**config.mk**
```make
export PLATFORM = sky130hd
export DESIGN_NAME = e2c_sqrt_cell
export DESIGN_NICKNAME = d
export VERILOG_FILES = /design/src/hdl/e2c_pkg.sv /design/src/hdl/e2c_sqrt_cell.sv
export SDC_FILE = /design/constraint.sdc
export NUM_CORES = 1
export LEC_CHECK = 0
export ABC_AREA = 1
export BUFFER_PORTS_ARGS = -buffer_cell sky130_fd_sc_hd__clkbuf_2
export CAP_MARGIN = 30
export CORE_ASPECT_RATIO = 0.5
export CORE_UTILIZATION = 57
export CTS_BUF_LIST = sky130_fd_sc_hd__clkbuf_16
export DETAILED_ROUTE_END_ITERATION = 8
export PLACE_DENSITY = 0.84
export SLEW_MARGIN = 15
export SYNTH_ARGS = -nofsm -noshare
export SYNTH_HDL_FRONTEND = slang
export SYNTH_SLANG_ARGS = --single-unit
```
**constraint.sdc**
```tcl
create_clock -name clk -period 4.6 [get_ports clk]
set_input_delay 0.92 -clock clk [delete_from_list [all_inputs] [get_ports clk]]
set_output_delay 0.92 -clock clk [all_outputs]
set_load 0.05 [all_outputs]
```
**src/hdl/e2c_pkg.sv**
```systemverilog
// Shared types, constants and helper functions of the equirect-to-cube sample address block.
package e2c_pkg;

  localparam int SUPERSAMPLE_DEF  = 2;
  localparam int CORDIC_STEPS_DEF = 16;

  localparam int FACE_W = 3;
  localparam int COL_W  = 12;
  localparam int ROW_W  = 12;
  localparam int SCOL_W = 13;
  localparam int SROW_W = 12;
  localparam int SUB_W  = 2;

  localparam int FS_W       = 13;
  localparam int MW_W       = 14;
  localparam int MH_W       = 13;
  localparam int CFG_IDX_W  = 2;
  localparam int CFG_DATA_W = 14;
  localparam int FS_MAX     = 4096;
  localparam int MW_MAX     = 8192;
  localparam int MH_MAX     = 4096;

  localparam int FRAC   = 16;
  localparam int Q_W    = 18;
  localparam int ONE_Q  = 65536;
  localparam int HALF_Q = 32768;
  localparam int QMAX   = 131071;

  // Divider: numerator is at most 31 bits for the largest grid, divisor at most 15 bits.
  localparam int DIV_W = 32;
  localparam int DVS_W = 15;
  localparam int QB    = 18;

  localparam int SQ_W     = 37;
  localparam int SQ_STEPS = 18;

  localparam int CX_W = 21;
  localparam int A_W  = 20;

  typedef enum logic [CFG_IDX_W-1:0] {
    REG_FACE_SIZE  = 2'd0,
    REG_MAP_WIDTH  = 2'd1,
    REG_MAP_HEIGHT = 2'd2
  } cfg_reg_t;

  typedef enum logic [FACE_W-1:0] {
    FACE_PX = 3'd0,
    FACE_PY = 3'd1,
    FACE_NX = 3'd2,
    FACE_NY = 3'd3,
    FACE_NZ = 3'd4,
    FACE_PZ = 3'd5
  } face_t;

  typedef struct packed {
    logic [DIV_W-1:0] rem;
    logic [QB-1:0]    q;
    logic             sat;
  } div_t;

  typedef struct packed {
    logic [SQ_W-1:0] n;
    logic [SQ_W-1:0] res;
  } sqrt_t;

  typedef struct packed {
    logic signed [CX_W-1:0] x;
    logic signed [CX_W-1:0] y;
    logic signed [A_W-1:0]  ang;
    logic                   zero;
  } cordic_t;

  typedef struct packed {
    logic              vld;
    logic [FACE_W-1:0] face;
    logic [SUB_W-1:0]  sub;
    logic              last;
  } side_t;

  // atan(2^-k)/pi in Q1.16, rounded to nearest.
  function automatic logic signed [A_W-1:0] atan_tab(input int k);
    logic signed [A_W-1:0] v;
    case (k)
      0:  v = A_W'(16384);
      1:  v = A_W'(9672);
      2:  v = A_W'(5110);
      3:  v = A_W'(2594);
      4:  v = A_W'(1302);
      5:  v = A_W'(652);
      6:  v = A_W'(326);
      7:  v = A_W'(163);
      8:  v = A_W'(81);
      9:  v = A_W'(41);
      10: v = A_W'(20);
      11: v = A_W'(10);
      12: v = A_W'(5);
      13: v = A_W'(3);
      14: v = A_W'(1);
      15: v = A_W'(1);
      default: v = '0;
    endcase
    return v;
  endfunction

  // Folds the left half plane onto the right one and flags the zero vector.
  function automatic cordic_t cordic_pre(input logic signed [CX_W-1:0] x,
                                         input logic signed [CX_W-1:0] y);
    cordic_t c;
    c.zero = (x == '0) && (y == '0);
    c.x    = x;
    c.y    = y;
    c.ang  = '0;
    if (x < 0) begin
      c.ang = (y >= 0) ? A_W'(ONE_Q) : -A_W'(ONE_Q);
      c.x   = -x;
      c.y   = -y;
    end
    return c;
  endfunction

  // Quotient to Q2.16 coordinate, saturated at the top of the range.
  function automatic logic signed [Q_W-1:0] grid_val(input div_t a);
    logic signed [QB+1:0] diff;
    diff = $signed({2'b00, a.q}) - (QB+2)'(ONE_Q);
    if (a.sat || (diff > (QB+2)'(QMAX))) return Q_W'(QMAX);
    return Q_W'(diff);
  endfunction

endpackage

```
**src/hdl/e2c_sqrt_cell.sv**
```systemverilog
// Square root cell: one result bit of the digit-by-digit integer square root.
module e2c_sqrt_cell #(
  parameter int B = 0
) (
  input  logic           clk,
  input  logic           en,
  input  e2c_pkg::sqrt_t s_in,
  output e2c_pkg::sqrt_t s_out
);
  import e2c_pkg::*;

  logic [SQ_W-1:0] bitv, trial;
  sqrt_t           s_nxt, s_r;

  assign bitv  = SQ_W'(1) << (2 * B);
  assign trial = s_in.res + bitv;

  always_comb begin
    s_nxt = s_in;
    if (s_in.n >= trial) begin
      s_nxt.n   = s_in.n - trial;
      s_nxt.res = (s_in.res >> 1) + bitv;
    end else begin
      s_nxt.res = s_in.res >> 1;
    end
  end

  always_ff @(posedge clk) begin
    if (en) begin
      s_r <= s_nxt;
    end
  end

  assign s_out = s_r;
endmodule

```
==> results.cfg <==
[run_status]
status = finished clean

[sta]
hold_viol = 0
worstMarginPinSlew_ns = 0.769
slew_headroom_pct = 48.8
finalCritPeriodShare_pct = 92.6
final_max_slew_viol_count = 0
rsz0062_at_grt = false
min_period_ns = 4.26
setup_ws_ns = 0.339
tns_ns = 0
fmax_mhz = 235
setup_violations = 0

[grt]
grt_pass1_wl_um = 37800
first_global_vias = 7212
track_usage_pct = 38.5
antenna_found_initial = 1
overflow = 0
grt_max_degree = 53

[detailed_routing]
wire_per_inst_um = 17.4
via_per_inst = 5.52
drc = 0
wl_um = 25100
vias = 7983
initialDrtViolationCount = 936
postRouteAntennaNets = 0
firstDrtPassIters = 5

[synth]
seq_area_frac_synth_pct = 30.4
synth_area_sq_um = 7300
yosysWarnings = 0
ys_types = 31
netlist_instances = 1121
ys_seq_elements = 74
postSynth.asyncResetShare_pct = 0
synthTopCellsByArea = edfxtp_1 30%, nand2_1 23%, xor2_1 10%
avgSynthCellArea_sq_um = 6.51
synth_top_area_share_pct = 30.4
synth_nets = 1237
yosysTopAreaCell = edfxtp_1
synth_edf_count = 74
synth-main-ff-cell = edfxtp_1

[setup_path]
crit_chain = clkbuf_2 -> ha_1 -> nand2_1 -> nor3_4 -> nand2_1 -> nor3_1 -> nand2_1 -> xor2_1 -> ha_1 -> a21oi_1 -> o21ai_0 -> a21oi_1 -> nand2_1 -> nor2_1 -> nand2_4 -> buf_12 -> nand2_1 -> o21ai_0
cp_top_family = simple AND/OR/NAND/NOR gates
end_kind = flip-flop
crit_required_ns = 4.69
slowest_stage = xor2_1
critPathMaxFanout = 52
crit_type = in2reg
crit_top_cell = nand2_1
slowest_delay_ns = 0.39
start_kind = input port
critPathBufInv = 2
critPathArrivalTime_ns = 4.35

[final_layout]
stdcell_count = 1446
nNetsFinal = 1392
drive_gt1_share_pct = 14.5
area_growth_syn_to_layout_pct = 17.3
n_antenna_cell = 0
largest_reg_flops = 74
final_util_pct = 70.5

[clock_network]
post_cts_buffers = 0
cts_buffers = 9
h-tree-depth = 3
cts_resized = 0
clockBufferDepth = 2
cts_hold_buf = 0
cts_tree = built
clk_pin_slew_worst_paths_ns = 0.06
cts_sinks = 74
cts-root-buf = clkbuf_16

[power]
powerDensity_nw_per_um2 = 320
totalPowerFinal_uw = 2740
max-vdd-ir-drop_uv = 207
power.leakage_uw = 0.00452

[die]
core_sq_um = 12200
die_h_um = 82.0
dieWidth_um = 162
start_util_pct = 60.1
io_pins = 150
die_area_sq_um = 13300
rows = 28

[placed_design]
place_ws_ns = 0.0727
hpwl_um = 20500
placed_cells = 1430
numPortBuffers = 149
place_congestion = 1.06

[min_path]
min_path_type = in2reg

[job]
maxCapViolations = 0
## tightest hold or removal path: stages
cell and delay (ns):
clkbuf_2 0.09, nand2_1 0.05, nand2_1 0.05
## cells in the mapped netlist (4+ instances only)
cell type	count
nand2_1	450
inv_1	153
nor2_1	111
xor2_1	83
edfxtp_1	74
nand3_1	58
ha_1	39
o21ai_0	33
a21oi_1	31
nor3_1	28
nand3b_1	9
nand4_1	9
buf_2	8
buf_6	4
xnor2_1	4
## layout make-up
type                    count  area (sq um)
inverters                 158           593
clock buffers               9           225
fillers                  1101          3590
clock inverters             7          70.1
multi-input cells         873          4380
well taps                 165           206
repair buffers            160           866
flip-flops and latches     74          2220
## cells in the final DEF, fill, tap and decap left out, types with 2 or more instances in the layout
cell type	count
xor2_1	83
o21ai_0	33
nor2_2	2
clkbuf_2	148
a21oi_1	31
nand3_2	2
ha_1	39
nand2_1	450
clkinv_4	2
clkinv_2	2
xnor2_1	4
inv_1	154
edfxtp_1	74
clkinv_1	2
o21bai_1	3
nor3_1	28
nand3_1	58
nand4_1	9
nand3b_1	9
buf_12	3
clkbuf_16	9
nor2_1	111
nand2_2	2
buf_4	8
inv_2	3
o21ai_1	2
## logic make-up after synthesis
family                   synth area share (%)
flip-flops                               30.4
adder cells (fa/ha/maj)                  6.96
XOR/XNOR                                 10.4
buffers and inverters                    9.54
AND/OR/NAND/NOR                          37.5
AO/OA/AOI/OAI                            5.14
## where the power goes
| part | internal [uW] | total [uW] | switching, uW |
|---|---|---|---|
| Sequential | 862 | 889 | 27.5 |
| Clock | 421 | 734 | 313 |
| Combinational | 288 | 1120 | 831 |
| Total | 1570 | 2740 | 1170 |
## routing by layer
metal | vias up | track usage [%] | wire length (um)
met4 | 2 | 12.7 | 732
met2 | 461 | 60.9 | 10500
li1 | 3854 | - | -
met5 | - | 0 | 14
met3 | 62 | 12.6 | 3200
met1 | 3604 | 49.8 | 10600
## through the flow
stage	instance area, sq um	hold slack [ns]
final	8570	0.861
after global routing	8570	0.868
after CTS	8570	0.862
after detailed placement	8270	1.21
after global placement	8270	1.21
after floorplan	7300	1.03
## worst paths after layout
kind / endpoint / depth (start not counted) / startpoint / slack [ns]
worst min-delay path: s_out[43] / 3 / s_in[43] / 0.86
worst max-delay path: s_out[11] / 18 / s_in[1] / 0.34
Power figures use the tool's default switching activity.
