$ cat config.mk
export PLATFORM = sky130hd
export DESIGN_NAME = e2c_div_cell
export DESIGN_NICKNAME = d
export VERILOG_FILES = /design/src/hdl/e2c_pkg.sv /design/src/hdl/e2c_div_cell.sv
export SDC_FILE = /design/constraint.sdc
export NUM_CORES = 1
export LEC_CHECK = 0
export ABC_AREA = 1
export BUFFER_PORTS_ARGS = -buffer_cell sky130_fd_sc_hd__buf_2
export CORE_MARGIN = 1
export CORE_UTILIZATION = 50
export CTS_BUF_LIST = sky130_fd_sc_hd__clkbuf_4 sky130_fd_sc_hd__clkbuf_8 sky130_fd_sc_hd__clkbuf_16
export DETAILED_ROUTE_END_ITERATION = 16
export HOLD_SLACK_MARGIN = 0.1
export PLACE_DENSITY = 0.85
export SETUP_SLACK_MARGIN = 0.02
export SLEW_MARGIN = 25
export SYNTH_ARGS = -nofsm -noshare
export SYNTH_HDL_FRONTEND = slang
export SYNTH_SLANG_ARGS = --single-unit
$ cat constraint.sdc
create_clock -name clk -period 2.1 [get_ports clk]
set_input_delay 0.21 -clock clk [delete_from_list [all_inputs] [get_ports clk]]
set_output_delay 0.21 -clock clk [all_outputs]
set_load 0.05 [all_outputs]
$ cat src/hdl/e2c_pkg.sv
// Shared types, constants and helper functions of the equirect-to-cube sample address block.
package e2c_pkg;

  localparam int SUPERSAMPLE_DEF  = 2;
  localparam int CORDIC_STEPS_DEF = 16;

  localparam int FACE_W = 3;
  localparam int COL_W  = 12;
  localparam int ROW_W  = 12;
  localparam int SCOL_W = 13;
  localparam int SROW_W = 12;
  localparam int SUB_W  = 2;

  localparam int FS_W       = 13;
  localparam int MW_W       = 14;
  localparam int MH_W       = 13;
  localparam int CFG_IDX_W  = 2;
  localparam int CFG_DATA_W = 14;
  localparam int FS_MAX     = 4096;
  localparam int MW_MAX     = 8192;
  localparam int MH_MAX     = 4096;

  localparam int FRAC   = 16;
  localparam int Q_W    = 18;
  localparam int ONE_Q  = 65536;
  localparam int HALF_Q = 32768;
  localparam int QMAX   = 131071;

  // Divider: numerator is at most 31 bits for the largest grid, divisor at most 15 bits.
  localparam int DIV_W = 32;
  localparam int DVS_W = 15;
  localparam int QB    = 18;

  localparam int SQ_W     = 37;
  localparam int SQ_STEPS = 18;

  localparam int CX_W = 21;
  localparam int A_W  = 20;

  typedef enum logic [CFG_IDX_W-1:0] {
    REG_FACE_SIZE  = 2'd0,
    REG_MAP_WIDTH  = 2'd1,
    REG_MAP_HEIGHT = 2'd2
  } cfg_reg_t;

  typedef enum logic [FACE_W-1:0] {
    FACE_PX = 3'd0,
    FACE_PY = 3'd1,
    FACE_NX = 3'd2,
    FACE_NY = 3'd3,
    FACE_NZ = 3'd4,
    FACE_PZ = 3'd5
  } face_t;

  typedef struct packed {
    logic [DIV_W-1:0] rem;
    logic [QB-1:0]    q;
    logic             sat;
  } div_t;

  typedef struct packed {
    logic [SQ_W-1:0] n;
    logic [SQ_W-1:0] res;
  } sqrt_t;

  typedef struct packed {
    logic signed [CX_W-1:0] x;
    logic signed [CX_W-1:0] y;
    logic signed [A_W-1:0]  ang;
    logic                   zero;
  } cordic_t;

  typedef struct packed {
    logic              vld;
    logic [FACE_W-1:0] face;
    logic [SUB_W-1:0]  sub;
    logic              last;
  } side_t;

  // atan(2^-k)/pi in Q1.16, rounded to nearest.
  function automatic logic signed [A_W-1:0] atan_tab(input int k);
    logic signed [A_W-1:0] v;
    case (k)
      0:  v = A_W'(16384);
      1:  v = A_W'(9672);
      2:  v = A_W'(5110);
      3:  v = A_W'(2594);
      4:  v = A_W'(1302);
      5:  v = A_W'(652);
      6:  v = A_W'(326);
      7:  v = A_W'(163);
      8:  v = A_W'(81);
      9:  v = A_W'(41);
      10: v = A_W'(20);
      11: v = A_W'(10);
      12: v = A_W'(5);
      13: v = A_W'(3);
      14: v = A_W'(1);
      15: v = A_W'(1);
      default: v = '0;
    endcase
    return v;
  endfunction

  // Folds the left half plane onto the right one and flags the zero vector.
  function automatic cordic_t cordic_pre(input logic signed [CX_W-1:0] x,
                                         input logic signed [CX_W-1:0] y);
    cordic_t c;
    c.zero = (x == '0) && (y == '0);
    c.x    = x;
    c.y    = y;
    c.ang  = '0;
    if (x < 0) begin
      c.ang = (y >= 0) ? A_W'(ONE_Q) : -A_W'(ONE_Q);
      c.x   = -x;
      c.y   = -y;
    end
    return c;
  endfunction

  // Quotient to Q2.16 coordinate, saturated at the top of the range.
  function automatic logic signed [Q_W-1:0] grid_val(input div_t a);
    logic signed [QB+1:0] diff;
    diff = $signed({2'b00, a.q}) - (QB+2)'(ONE_Q);
    if (a.sat || (diff > (QB+2)'(QMAX))) return Q_W'(QMAX);
    return Q_W'(diff);
  endfunction

endpackage

$ cat src/hdl/e2c_div_cell.sv
// Divider cell: one restoring quotient bit for the u and v lanes side by side.
module e2c_div_cell #(
  parameter int B = 0
) (
  input  logic                      clk,
  input  logic                      en,
  input  logic [e2c_pkg::DVS_W-1:0] d,
  input  e2c_pkg::div_t             u_in,
  input  e2c_pkg::div_t             v_in,
  output e2c_pkg::div_t             u_out,
  output e2c_pkg::div_t             v_out
);
  import e2c_pkg::*;

  localparam int CW = DIV_W + 2;

  logic [CW-1:0] dsh;
  div_t          u_nxt, v_nxt, u_r, v_r;

  function automatic div_t step(input div_t a, input logic [CW-1:0] s);
    div_t r;
    r = a;
    if ({2'b00, a.rem} >= s) begin
      r.rem  = a.rem - s[DIV_W-1:0];
      r.q[B] = 1'b1;
    end
    return r;
  endfunction

  assign dsh   = CW'(d) << B;
  assign u_nxt = step(u_in, dsh);
  assign v_nxt = step(v_in, dsh);

  always_ff @(posedge clk) begin
    if (en) begin
      u_r <= u_nxt;
      v_r <= v_nxt;
    end
  end

  assign u_out = u_r;
  assign v_out = v_r;
endmodule

==> run_results.csv <==
group,metric,value,unit
run_status,status,"finished, final reports clean",
clock_tree,cts-resized-gates,0,
sta,slew_violations,0,
logic_synthesis,syn_area,7190,um2
detailed_routing,drc_errors,0,
global_routing,grt_overflow_total,0,
floorplan,num_rows,43,
logic_synthesis,post_synth.cell_area_avg,7.51,um2
logic_synthesis,async_flop_share,0,
logic_synthesis,synth_fp_nets,1108,
clock_tree,clkSinkCount,102,
pwr,ir_drop,0.385,mV
detailed_routing,routed_wl,21300,um
sta,grt_setup_unrepaired,"false",
logic_synthesis,yosysTopAreaCell,"edfxtp_1",
setup_path,startpoint_type,"input pin",
clock_tree,htree_levels,3,
sta,finalHoldViolations,0,
logic_synthesis,synthTopCellsByCount,"334 x nand2_1, 168 x inv_1, 102 x edfxtp_1",
floorplan,die_h,122,um
floorplan,start_util,0.516,
logic_synthesis,synth_edf_count,102,
sta,post-route-period-util,0.869,
sta,slew_headroom,0.729,
sta,min_period,1.82,ns
logic_synthesis,synth_area_leaders,"edfxtp_1 43%, nand2_1 17%, inv_1 8.8%",
floorplan,core_area,13900,um2
detailed_routing,met2WireLength,9840,um
clock_tree,clock_path_buffers,2,
logic_synthesis,synthMostInstantiatedCell,"nand2_1",
detailed_routing,wl_met3,1640,um
final_layout,final_util,0.683,
setup_path,critPathMaxFanout,6,
floorplan,ioPinCount,221,
global_routing,grt_pass1_vias,6660,
logic_synthesis,yosys_warnings,0,
clock_tree,cts_tree,"done",
job,max-cap-violations,0,
logic_synthesis,synth_seq_area_share,0.426,
detailed_routing,via_count,7311,
global_routing,antenna_found_initial,1,
floorplan,dieArea,14900,um2
setup_path,cp-end-kind,"flip-flop",
detailed_routing,wl_met1,9430,um
logic_synthesis,synthCells,957,
sta,max_freq,548,MHz
setup_path,cp.arrival,1.94,ns
final_layout,area_growth,32.3,%
logic_synthesis,synthFlopType,"edfxtp_1",
detailed_routing,top_layer,"met5",
clock_tree,cts_made_buffers,9,
detailed_routing,viasPerCell,5.03,
detailed_routing,drt-pass1-iter-count,7,
logic_synthesis,ys_ff_latch,102,
global_routing,grt_pass1_wl,32300,um
final_layout,nFillCells,1162,
sta,worst_slew_pin_slew,0.403,ns
placement,port_buffers,220,
final_layout,final_area,9520,um2
setup_path,critical_path_required,2.22,ns
placement,placed_area,8840,um2
final_layout,drive_above_1_share,0.258,
final_layout,fin_nets,1419,
worst_hold_path,hp-class,"input pin to flip-flop",
final_layout,num_antenna_cells,0,
global_routing,grt_start_max_net_pins,43,
global_routing,gr-usage-all-layers,0.286,
detailed_routing,drt_iter0_drc,615,
logic_synthesis,synth.top_cell.area_share,0.426,
logic_synthesis,synth_cell_types,34,
pwr,leakagePower,4.78,nW
setup_path,crit_type,"input pin to flip-flop",
floorplan,fp.dieW,122,um
detailed_routing,antenna_left,0,
pwr,p_per_area,686,nW/um2
placement,dp_hpwl,16600,um
clock_tree,root_buffer,"clkbuf_16",
sta,setup_viol,0,
detailed_routing,wl_per_cell,14.6,um
clock_tree,path_clk_slew,0.09,ns
placement,gp_congestion,1.01,
-- area by class of cell --
cell class	count	area [um2]	share of cell area
inverters	174	663	0.0697
well taps	180	225	0.0237
repair buffers	306	1860	0.196
flip-flops and latches	102	3060	0.322
multi-input cells	675	3380	0.356
clock buffers	9	225	0.0237
clock inverters	7	91.3	0.00960
-- critical path, stage by stage --
cell and delay (ns):
buf_2 0.08, inv_1 0.07, ha_1 0.39, nand2_1 0.09
nand2_1 0.10, o21ai_1 0.17, nand2_1 0.10, nand2_1 0.13
nand3_1 0.08, nor2_1 0.24, nand2_1 0.13, nand2_1 0.10
nand2_1 0.05
-- worst paths after layout --
| kind | start | end | cells after the start |
|---|---|---|---|
| setup / recovery | d[3] | u_out[43]$_DFFE_PP_ | 13 |
| hold / removal | u_in[32] | u_out[32]$_DFFE_PP_ | 3 |
-- cell families (layout without fill, tap and decap cells) --
kind of cell,count (synthesis),in the layout,share of synthesized area
AND/OR/NAND/NOR,531,531,0.315
AO/OA/AOI/OAI,90,90,0.0713
buffers and inverters,180,496,0.103
adder cells (fa/ha/maj),32,32,0.0578
flip-flops,102,102,0.426
XOR/XNOR,22,22,0.0268
-- metal layers --
metal | track usage | up-vias
met2 | 0.468 | 311
met1 | 0.392 | 3278
met4 | 0.0965 | 2
met3 | 0.0328 | 31
li1 | - | 3689
met5 | 0 | -
-- metrics by stage --
stage / instances / worst slack (ns) / TNS [ns] / power, mW / hold WS (ns)
4_1_cts: 1453 / 0.288 / 0 / 6.52 / 0.105
3_3_place_gp: 1401 / -0.0408 / -0.255 / 4.71 / 0.387
5_1_grt: 1453 / 0.106 / 0 / 6.79 / 0.145
3_5_place_dp: 1401 / -0.0998 / -1.04 / 4.73 / 0.388
2_1_floorplan: 957 / 0.181 / 0 / 4.03 / 0.309
6_report: 1453 / 0.275 / 0 / 6.53 / 0.142
-- sequential cells by signal (all words and copies together) (netlist names) --
register / flops
u_out: 51
v_out: 51
-- placed cells by master, fill, tap and decap left out, drive strengths merged --
cell         instances
dlygate4sd3         36
xor2                 9
nand3b               1
fa                   2
inv                175
or2                  6
o21bai               3
and2                 1
nor2                91
edfxtp             102
clkbuf               9
o211ai               4
nand3               48
a21oi               46
buf                270
ha                  30
nand2              345
nor3                21
o21ai               37
clkinv               6
xnor2               13
nand4               18
-- report_power, final --
part | switching, mW | total [mW] | internal [mW] | leakage (nW)
registers | 0.0590 | 2.56 | 2.50 | 0.999
logic | 1.54 | 2.21 | 0.670 | 3.63
clock network | 0.906 | 1.76 | 0.858 | 0.152
total | 2.50 | 6.53 | 4.03 | 4.78
-- timing repair --
item	CTS	global route
hold endpoints to repair	36	0
buffers inserted	0	0
hold buffers	36	0
No activity file was read; power rests on OpenSTA's default activity.
