<file path="config.mk">
export PLATFORM = sky130hd
export DESIGN_NAME = e2c_cordic_cell
export DESIGN_NICKNAME = d
export VERILOG_FILES = /design/src/hdl/e2c_pkg.sv /design/src/hdl/e2c_cordic_cell.sv
export SDC_FILE = /design/constraint.sdc
export NUM_CORES = 1
export LEC_CHECK = 0
export BUFFER_PORTS_ARGS = -buffer_cell sky130_fd_sc_hd__buf_2
export CAP_MARGIN = 20
export CELL_PAD_IN_SITES_DETAIL_PLACEMENT = 2
export CELL_PAD_IN_SITES_GLOBAL_PLACEMENT = 2
export CORE_MARGIN = 5
export CORE_UTILIZATION = 36
export CTS_CLUSTER_SIZE = 20
export DETAILED_ROUTE_END_ITERATION = 10
export PLACE_DENSITY_LB_ADDON = 0.1
export RECOVER_POWER = 25
export SYNTH_ARGS = -nofsm -noshare
export SYNTH_HDL_FRONTEND = slang
export SYNTH_SLANG_ARGS = --single-unit
</file>
<file path="constraint.sdc">
create_clock -name clk -period 6.4 [get_ports clk]
set_input_delay 0.32 -clock clk [delete_from_list [all_inputs] [get_ports clk]]
set_output_delay 0.32 -clock clk [all_outputs]
set_load 0.01 [all_outputs]
</file>
<file path="src/hdl/e2c_pkg.sv">
// Shared types, constants and helper functions of the equirect-to-cube sample address block.
package e2c_pkg;

  localparam int SUPERSAMPLE_DEF  = 2;
  localparam int CORDIC_STEPS_DEF = 16;

  localparam int FACE_W = 3;
  localparam int COL_W  = 12;
  localparam int ROW_W  = 12;
  localparam int SCOL_W = 13;
  localparam int SROW_W = 12;
  localparam int SUB_W  = 2;

  localparam int FS_W       = 13;
  localparam int MW_W       = 14;
  localparam int MH_W       = 13;
  localparam int CFG_IDX_W  = 2;
  localparam int CFG_DATA_W = 14;
  localparam int FS_MAX     = 4096;
  localparam int MW_MAX     = 8192;
  localparam int MH_MAX     = 4096;

  localparam int FRAC   = 16;
  localparam int Q_W    = 18;
  localparam int ONE_Q  = 65536;
  localparam int HALF_Q = 32768;
  localparam int QMAX   = 131071;

  // Divider: numerator is at most 31 bits for the largest grid, divisor at most 15 bits.
  localparam int DIV_W = 32;
  localparam int DVS_W = 15;
  localparam int QB    = 18;

  localparam int SQ_W     = 37;
  localparam int SQ_STEPS = 18;

  localparam int CX_W = 21;
  localparam int A_W  = 20;

  typedef enum logic [CFG_IDX_W-1:0] {
    REG_FACE_SIZE  = 2'd0,
    REG_MAP_WIDTH  = 2'd1,
    REG_MAP_HEIGHT = 2'd2
  } cfg_reg_t;

  typedef enum logic [FACE_W-1:0] {
    FACE_PX = 3'd0,
    FACE_PY = 3'd1,
    FACE_NX = 3'd2,
    FACE_NY = 3'd3,
    FACE_NZ = 3'd4,
    FACE_PZ = 3'd5
  } face_t;

  typedef struct packed {
    logic [DIV_W-1:0] rem;
    logic [QB-1:0]    q;
    logic             sat;
  } div_t;

  typedef struct packed {
    logic [SQ_W-1:0] n;
    logic [SQ_W-1:0] res;
  } sqrt_t;

  typedef struct packed {
    logic signed [CX_W-1:0] x;
    logic signed [CX_W-1:0] y;
    logic signed [A_W-1:0]  ang;
    logic                   zero;
  } cordic_t;

  typedef struct packed {
    logic              vld;
    logic [FACE_W-1:0] face;
    logic [SUB_W-1:0]  sub;
    logic              last;
  } side_t;

  // atan(2^-k)/pi in Q1.16, rounded to nearest.
  function automatic logic signed [A_W-1:0] atan_tab(input int k);
    logic signed [A_W-1:0] v;
    case (k)
      0:  v = A_W'(16384);
      1:  v = A_W'(9672);
      2:  v = A_W'(5110);
      3:  v = A_W'(2594);
      4:  v = A_W'(1302);
      5:  v = A_W'(652);
      6:  v = A_W'(326);
      7:  v = A_W'(163);
      8:  v = A_W'(81);
      9:  v = A_W'(41);
      10: v = A_W'(20);
      11: v = A_W'(10);
      12: v = A_W'(5);
      13: v = A_W'(3);
      14: v = A_W'(1);
      15: v = A_W'(1);
      default: v = '0;
    endcase
    return v;
  endfunction

  // Folds the left half plane onto the right one and flags the zero vector.
  function automatic cordic_t cordic_pre(input logic signed [CX_W-1:0] x,
                                         input logic signed [CX_W-1:0] y);
    cordic_t c;
    c.zero = (x == '0) && (y == '0);
    c.x    = x;
    c.y    = y;
    c.ang  = '0;
    if (x < 0) begin
      c.ang = (y >= 0) ? A_W'(ONE_Q) : -A_W'(ONE_Q);
      c.x   = -x;
      c.y   = -y;
    end
    return c;
  endfunction

  // Quotient to Q2.16 coordinate, saturated at the top of the range.
  function automatic logic signed [Q_W-1:0] grid_val(input div_t a);
    logic signed [QB+1:0] diff;
    diff = $signed({2'b00, a.q}) - (QB+2)'(ONE_Q);
    if (a.sat || (diff > (QB+2)'(QMAX))) return Q_W'(QMAX);
    return Q_W'(diff);
  endfunction

endpackage

</file>
<file path="src/hdl/e2c_cordic_cell.sv">
// CORDIC cell: one vectoring micro-rotation with its arctangent step.
module e2c_cordic_cell #(
  parameter int K = 0
) (
  input  logic             clk,
  input  logic             en,
  input  e2c_pkg::cordic_t c_in,
  output e2c_pkg::cordic_t c_out
);
  import e2c_pkg::*;

  logic signed [CX_W-1:0] xsh, ysh;
  logic signed [A_W-1:0]  t;
  cordic_t                c_nxt, c_r;

  assign xsh = $signed(c_in.x) >>> K;
  assign ysh = $signed(c_in.y) >>> K;
  assign t   = atan_tab(K);

  always_comb begin
    c_nxt = c_in;
    if (!c_in.y[CX_W-1]) begin
      c_nxt.x   = c_in.x + ysh;
      c_nxt.y   = c_in.y - xsh;
      c_nxt.ang = c_in.ang + t;
    end else begin
      c_nxt.x   = c_in.x - ysh;
      c_nxt.y   = c_in.y + xsh;
      c_nxt.ang = c_in.ang - t;
    end
  end

  always_ff @(posedge clk) begin
    if (en) begin
      c_r <= c_nxt;
    end
  end

  assign c_out = c_r;
endmodule
</file>
==> reports/results.txt, run 1 <==
status = finished with violations
failing checks = max-capacitance violations, max-slew violations
VDD IR-drop max = 141 uV
Die H = 132 um
Overflow after GRT = 0
Crit Path Class = input pin to register
# hold bufs at CTS = 0
Pwr Density = 237 nW/um2
Post-synth EDFFs = 62
antenna violations before repair = 0
Final ANT Viol Nets = 0
H-tree depth = 3
pre-CTS WS = 3010 ps
clock slew at reported path FFs = 60 ps
Cells after DPL = 857
clk root buf = clkbuf_16
routability cong. = 0.845
Mean Syn Cell Area = 9.49 um2
post_cts resized = 0
Final WS setup = 3250 ps
max_slew headroom = -1.43
CP Data Arrival Time = 3000 ps
CTS tree = built
Hold Path End = c_out[13]$_DFFE_PP_
Hold Crit Start = c_in[13]
f_max = 318 MHz
drt drc = 0
routed wire length = 18700 um
data required time at the worst endpoint = 6260 ps
CTS Buffer Depth = 2
1st-pass router iterations = 5
CTS sink cnt = 62
count of final setup violators = 0
Yosys top cell area share = 0.345
Die Span X = 132 um
fraction of registers with async set/reset = 0
final hold vios = 0
GRT Total Usage = 0.211
Detail Placement HPWL = 14500 um
Final Power = 1.52 mW
Layout Nets = 826
PortBufs = 127
Post-Syn Area = 5390 um2
Top Ports = 128
Top delay family on crit path = buffers and inverters
first-pass GRT wire length = 29800 um
Synth-to-Final Area Change = 18.8%
Yosys Warn Count = 0
Seq cells post-synth = 62
pin count of the biggest net entering global routing = 63
worst-path maximum fanout = 62
share of layout cells above drive strength 1 = 0.215
vias = 4721
library cells used by synthesis = 66
critical-path cell list = buf_2 -> clkbuf_1
non-filler instance count after layout = 873
Syn Inst Count = 568
hold depth = 1
worst hold path type = input pin to register
vias in the first global route = 5212
startpoint class of the critical path = input pin
CP peak stage delay = 2540 ps
crit path max-delay cell type = clkbuf_1
main flop type after synthesis = edfxtp_1
leak pwr = 2.85 nW
starting density of the core = 0.370
Num CTS Buffers = 9
# rows = 44
post-synthesis sequential area ratio = 0.345
antenna cells = 0
Period minus WS final = 3150 ps
fin crit share = 0.492
synth top area cells = edfxtp_1, ha_1, xnor2_1, a21oi_1, inv_1
iteration-0 DRC count of the detailed router = 274
DR vias/cell = 5.41
area leader, netlist = edfxtp_1
die area = 17500 um2
RSZ-0062 raised after global routing = false
Slew Limit Fails = 63
Core Region = 14600 um2
Post-Syn Nets = 710
postcts setup bufs = 0
setup TNS = 0 ps
Tightest Pin Transition = 3650 ps
max reg flops = 62
DR WL/cell = 21.4 um
critical path endpoint category = register
Buf+Inv Stages, Crit Path = 2
max_cap viols = 1
report_power, final:
group | total (mW) | internal (mW) | switching [mW]
combinational | 0.485 | 0.181 | 0.304
sequential | 0.545 | 0.528 | 0.0176
clock | 0.491 | 0.299 | 0.192
synth_stat cells (2+ instances only):
master and number:
a21o_1 7, buf_2 9, clkbuf_1 3, nand3b_1 2
o21ai_0 29, xor2_1 9, o22ai_1 2, a221oi_2 2
o31a_1 2, nor4_1 4, o21a_1 4, fa_1 4
or2_2 2, o2111ai_1 5, and3_1 2, o21bai_1 5
o221ai_1 2, a211oi_1 6, nand2_1 28, edfxtp_1 62
nor2_1 46, o31ai_1 6, nand3_1 5, a2111oi_1 2
nor3_1 9, o21ai_1 5, clkinv_1 2, nand2b_1 9
nor2b_1 6, buf_6 2, a2111oi_0 3, buf_4 5
a211oi_2 2, xnor2_1 34, ha_1 73, nand4_1 6
a41oi_1 2, o41a_1 2, a31oi_1 3, inv_1 64
a21oi_1 55, mux2i_1 9, buf_1 6
logic make-up (layout without fill, tap and decap cells):
kind of cell,Yosys count,after routing,synth area share
AOI/OAI and AO/OA,163,163,0.204
xor gates and xnor gates,43,43,0.0698
adders and majority gates,77,77,0.184
buffers and inverters,91,212,0.0717
DFF,62,62,0.345
muxes,9,9,0.0167
and+or+nand+nor,123,123,0.108
area by class of cell:
class / instances / area (um2)
fill: 1619 / 8180
multi-input combinational: 415 / 3140
sequential: 62 / 1860
timing repair buffer: 130 / 641
inverter: 66 / 248
clock buffer: 11 / 233
tap: 184 / 230
clock inverter: 5 / 50.0
per-layer routing:
layer	track usage	wire length [um]	vias up
met3	0.0378	839	12
met1	0.287	8780	2339
met2	0.352	8870	126
li1	-	-	2244
met4	0.0447	196	0
met5	0	0	-
through the flow:
step                instance area, um2  hold WS, ps   util
CTS                               6420          149  0.440
global placement                  6140          498  0.421
detailed placement                6140          499  0.421
finish                            6410          162  0.439
floorplan                         5390          419      -
global route                      6410          150  0.439
how the worst max path moves through the flow:
stage                               end  depth (start not counted)  slack, ps     start
floorplan           c_out[35]$_DFFE_PP_                         10       3810  c_in[21]
global placement    c_out[35]$_DFFE_PP_                         11       3110  c_in[21]
detailed placement  c_out[62]$_DFFE_PP_                         11       3010  c_in[29]
CTS                 c_out[62]$_DFFE_PP_                         11       3360  c_in[29]
global route         c_out[1]$_DFFE_PP_                          2       3020        en
finish              c_out[12]$_DFFE_PP_                          2       3250        en
layout by cell type (no fill, tap or decap), types with 6 or more instances in the layout:
cell / Yosys / layout
nor2_1: 46 / 46
inv_1: 64 / 64
o31ai_1: 6 / 6
clkbuf_16: 0 / 9
xnor2_1: 34 / 34
xor2_1: 9 / 9
buf_2: 9 / 116
a211oi_1: 6 / 6
edfxtp_1: 62 / 62
nand2b_1: 9 / 9
nor3_1: 9 / 9
clkbuf_1: 3 / 14
ha_1: 73 / 73
a21oi_1: 55 / 55
a21o_1: 7 / 7
nand4_1: 6 / 6
nand2_1: 28 / 28
o21ai_0: 29 / 29
mux2i_1: 9 / 9
nor2b_1: 6 / 6
No activity file was read; power rests on OpenSTA's default activity.
==> run 2, diff against run 1 <==
ABC_AREA = 1   (was not set)
CORE_UTILIZATION = 28   (was 36)
clock period = 2.6 ns   (was 6.4 ns; I/O delays follow)
==> run 2 against run 1 <==
Against the previous run: the run still ends with max-capacitance violations, max-slew violations left; synthesized cell count rose by 62%; sequential share of layout area is 4.7 points lower; sequential power increased by 140%; largest cell class unchanged; design area up 19%; count of clock-buffer cells in the layout is 2 lower; utilization down 9.9 points; wire length grew 26%; setup slack worse by 2800 ps; cell count up 54%; non-clock buffer count rose by 23; combinational power rose to 2.8 times the previous value; worst hold slack got worse by 55 ps.
==> reports/results.txt, run 2 <==
status = finished with violations
failing checks = max-capacitance violations, max-slew violations
clk root buf = clkbuf_16
most frequent cell after synthesis = nand2_1
postcts setup bufs = 0 (unchanged)
synth top area cells = edfxtp_1, nand2_1, ha_1, inv_1, nand3_1
max_slew headroom = -0.114 (+1.32)
Tightest Pin Transition = 1670 ps (-1970 ps)
critical path endpoint category = register
H-tree depth = 3 (unchanged)
Crit Path Class = input pin to register
count of final setup violators = 0 (unchanged)
final hold vios = 0 (unchanged)
Period minus WS final = 2170 ps
CTS tree = built
Detail Placement HPWL = 20000 um (+38%)
vias = 6371 (+35%)
leak pwr = 4.03 nW (+42%)
starting density of the core = 0.281 (-0.0885)
Post-synth EDFFs = 62 (unchanged)
Seq cells post-synth = 62 (unchanged)
storage element area = 1860 um2 (unchanged)
Final Power = 3.92 mW (+160%)
data required time at the worst endpoint = 2700 ps (-3560 ps)
critical-path cell list = buf_2 -> inv_1 -> ha_1 -> nand2_1 -> nor2_1 -> nand3_1 -> nand3_1 -> nand2_1 -> nand2_1 -> nand2_1 -> nand3_1 -> nand2_1
Post-Syn Nets = 1060 (+49%)
main flop type after synthesis = edfxtp_1
max reg flops = 62 (unchanged)
commonest non-fill, non-tap cells in the layout = nand2_1, inv_1, buf_2, nand3_1, ha_1
DR vias/cell = 4.74 (-12%)
PortBufs = 127 (unchanged)
die area = 25600 um2 (+46%)
Buf+Inv Stages, Crit Path = 2 (unchanged)
Layout fillers = 2729 (+69%)
iteration-0 DRC count of the detailed router = 172 (-37%)
Post-Syn Area = 6310 um2 (+17%)
final core utilization = 0.340 (-0.0989)
Top delay family on crit path = simple AND/OR/NAND/NOR gates
Num CTS Buffers = 9 (unchanged)
Yosys top cell area share = 0.295 (-0.0500)
Core Region = 22400 um2 (+54%)
# rows = 55 (+25%)
setup TNS = 0 ps (unchanged)
worst hold path type = input pin to register
RSZ-0062 raised after global routing = false
startpoint class of the critical path = input pin
first-pass GRT wire length = 37900 um (+27%)
footprint of the multi-input gates = 3670 um2 (+17%)
antenna violations before repair = 0 (unchanged)
Yosys Warn Count = 0 (unchanged)
routability cong. = 0.822 (-2.7%)
library cells used by synthesis = 31 (-53%)
drt drc = 0 (unchanged)
Die Span X = 160 um (+21%)
fin crit share = 0.835
Overflow after GRT = 0 (unchanged)
vias in the first global route = 6978 (+34%)
Top Ports = 128 (unchanged)
pin count of the biggest net entering global routing = 36 (-43%)
VDD IR-drop max = 271 uV (+92%)
max_cap viols = 1 (unchanged)
Worst Hold Slack = 107 ps (-54.8 ps)
f_max = 461 MHz
GRT Total Usage = 0.186 (-0.0251)
CP Data Arrival Time = 2270 ps (-730 ps)
Pwr Density = 514 nW/um2 (+120%)
Post-synth top cells = nand2_1, inv_1, nand3_1
CTS sink cnt = 62 (unchanged)
antenna cells = 0 (unchanged)
Slew Limit Fails = 27 (-57%)
Synth-to-Final Area Change = 21.1%
most common cell after layout, fill and taps aside = nand2_1
routed wire length = 23600 um (+26%)
post-synthesis sequential area ratio = 0.295 (-0.0500)
Mean Syn Cell Area = 6.87 um2 (-28%)
1st-pass router iterations = 4 (-1)
share of layout cells above drive strength 1 = 0.152 (-0.0629)
most used cell, CP = nand2_1
CTS Buffer Depth = 2 (unchanged)
area leader, netlist = edfxtp_1
clock slew at reported path FFs = 70 ps (about the same)
DR WL/cell = 17.6 um (-18%)
worst-path maximum fanout = 12 (-81%)
crit path max-delay cell type = ha_1
Die H = 160 um (+21%)
Syn Inst Count = 918 (+62%)
fraction of registers with async set/reset = 0 (unchanged)
Layout Nets = 1197 (+45%)
Final ANT Viol Nets = 0 (unchanged)
CP peak stage delay = 600 ps (-1940 ps)
==> run 2: report_power, final <==
part           switching, mW  internal (mW)  leakage (nW)
Sequential            0.0364           1.26         0.606
Clock                  0.513          0.744         0.142
Combinational          0.907          0.459          3.29
==> run 2: logic make-up (layout without fill, tap and decap cells) <==
logic type | after synthesis | count (layout) | synth area share
fa+ha+maj | 77 | 77 | 0.158
buf+inv | 184 | 326 | 0.123
xor+xnor | 15 | 15 | 0.0208
simple gates | 470 | 470 | 0.310
flops | 62 | 62 | 0.295
compound gates | 110 | 110 | 0.0940
==> run 2: path summary, 6_finish.rpt <==
path,from,endpoint,slack [ps],depth (start not counted)
max,c_in[29],c_out[39]$_DFFE_PP_,430,12
min,c_in[15],c_out[15]$_DFFE_PP_,110,2
==> run 2: per-stage QoR <==
step / std cells / setup WS (ps) / cell area [um2]
2_1_floorplan: 918 / 895 / 6310
3_3_place_gp: 1314 / 41.2 / 7210
3_5_place_dp: 1314 / 30.5 / 7210
4_1_cts: 1345 / 404 / 7660
5_1_grt: 1345 / 173 / 7630
6_report: 1345 / 430 / 7630
==> run 2: repair_timing <==
item	in CTS	in global routing
resized for setup	0	0
hold buffers	15	0
endpoints found under the hold margin	15	0
==> run 2: final cells by class <==
| type | count | area share |
|---|---|---|
| well taps | 285 | 0.0467 |
| repair buffers | 153 | 0.113 |
| flip-flops and latches | 62 | 0.244 |
| multi-input cells | 672 | 0.481 |
| clock buffers | 9 | 0.0295 |
| inverters | 157 | 0.0772 |
| clock inverters | 7 | 0.00951 |
==> run 2: routing by layer <==
layer / global-route usage / part of all wire
met5: 0 / 0
met4: 0.0297 / 0.0049
met3: 0.0281 / 0.036
met2: 0.322 / 0.48
met1: 0.250 / 0.48
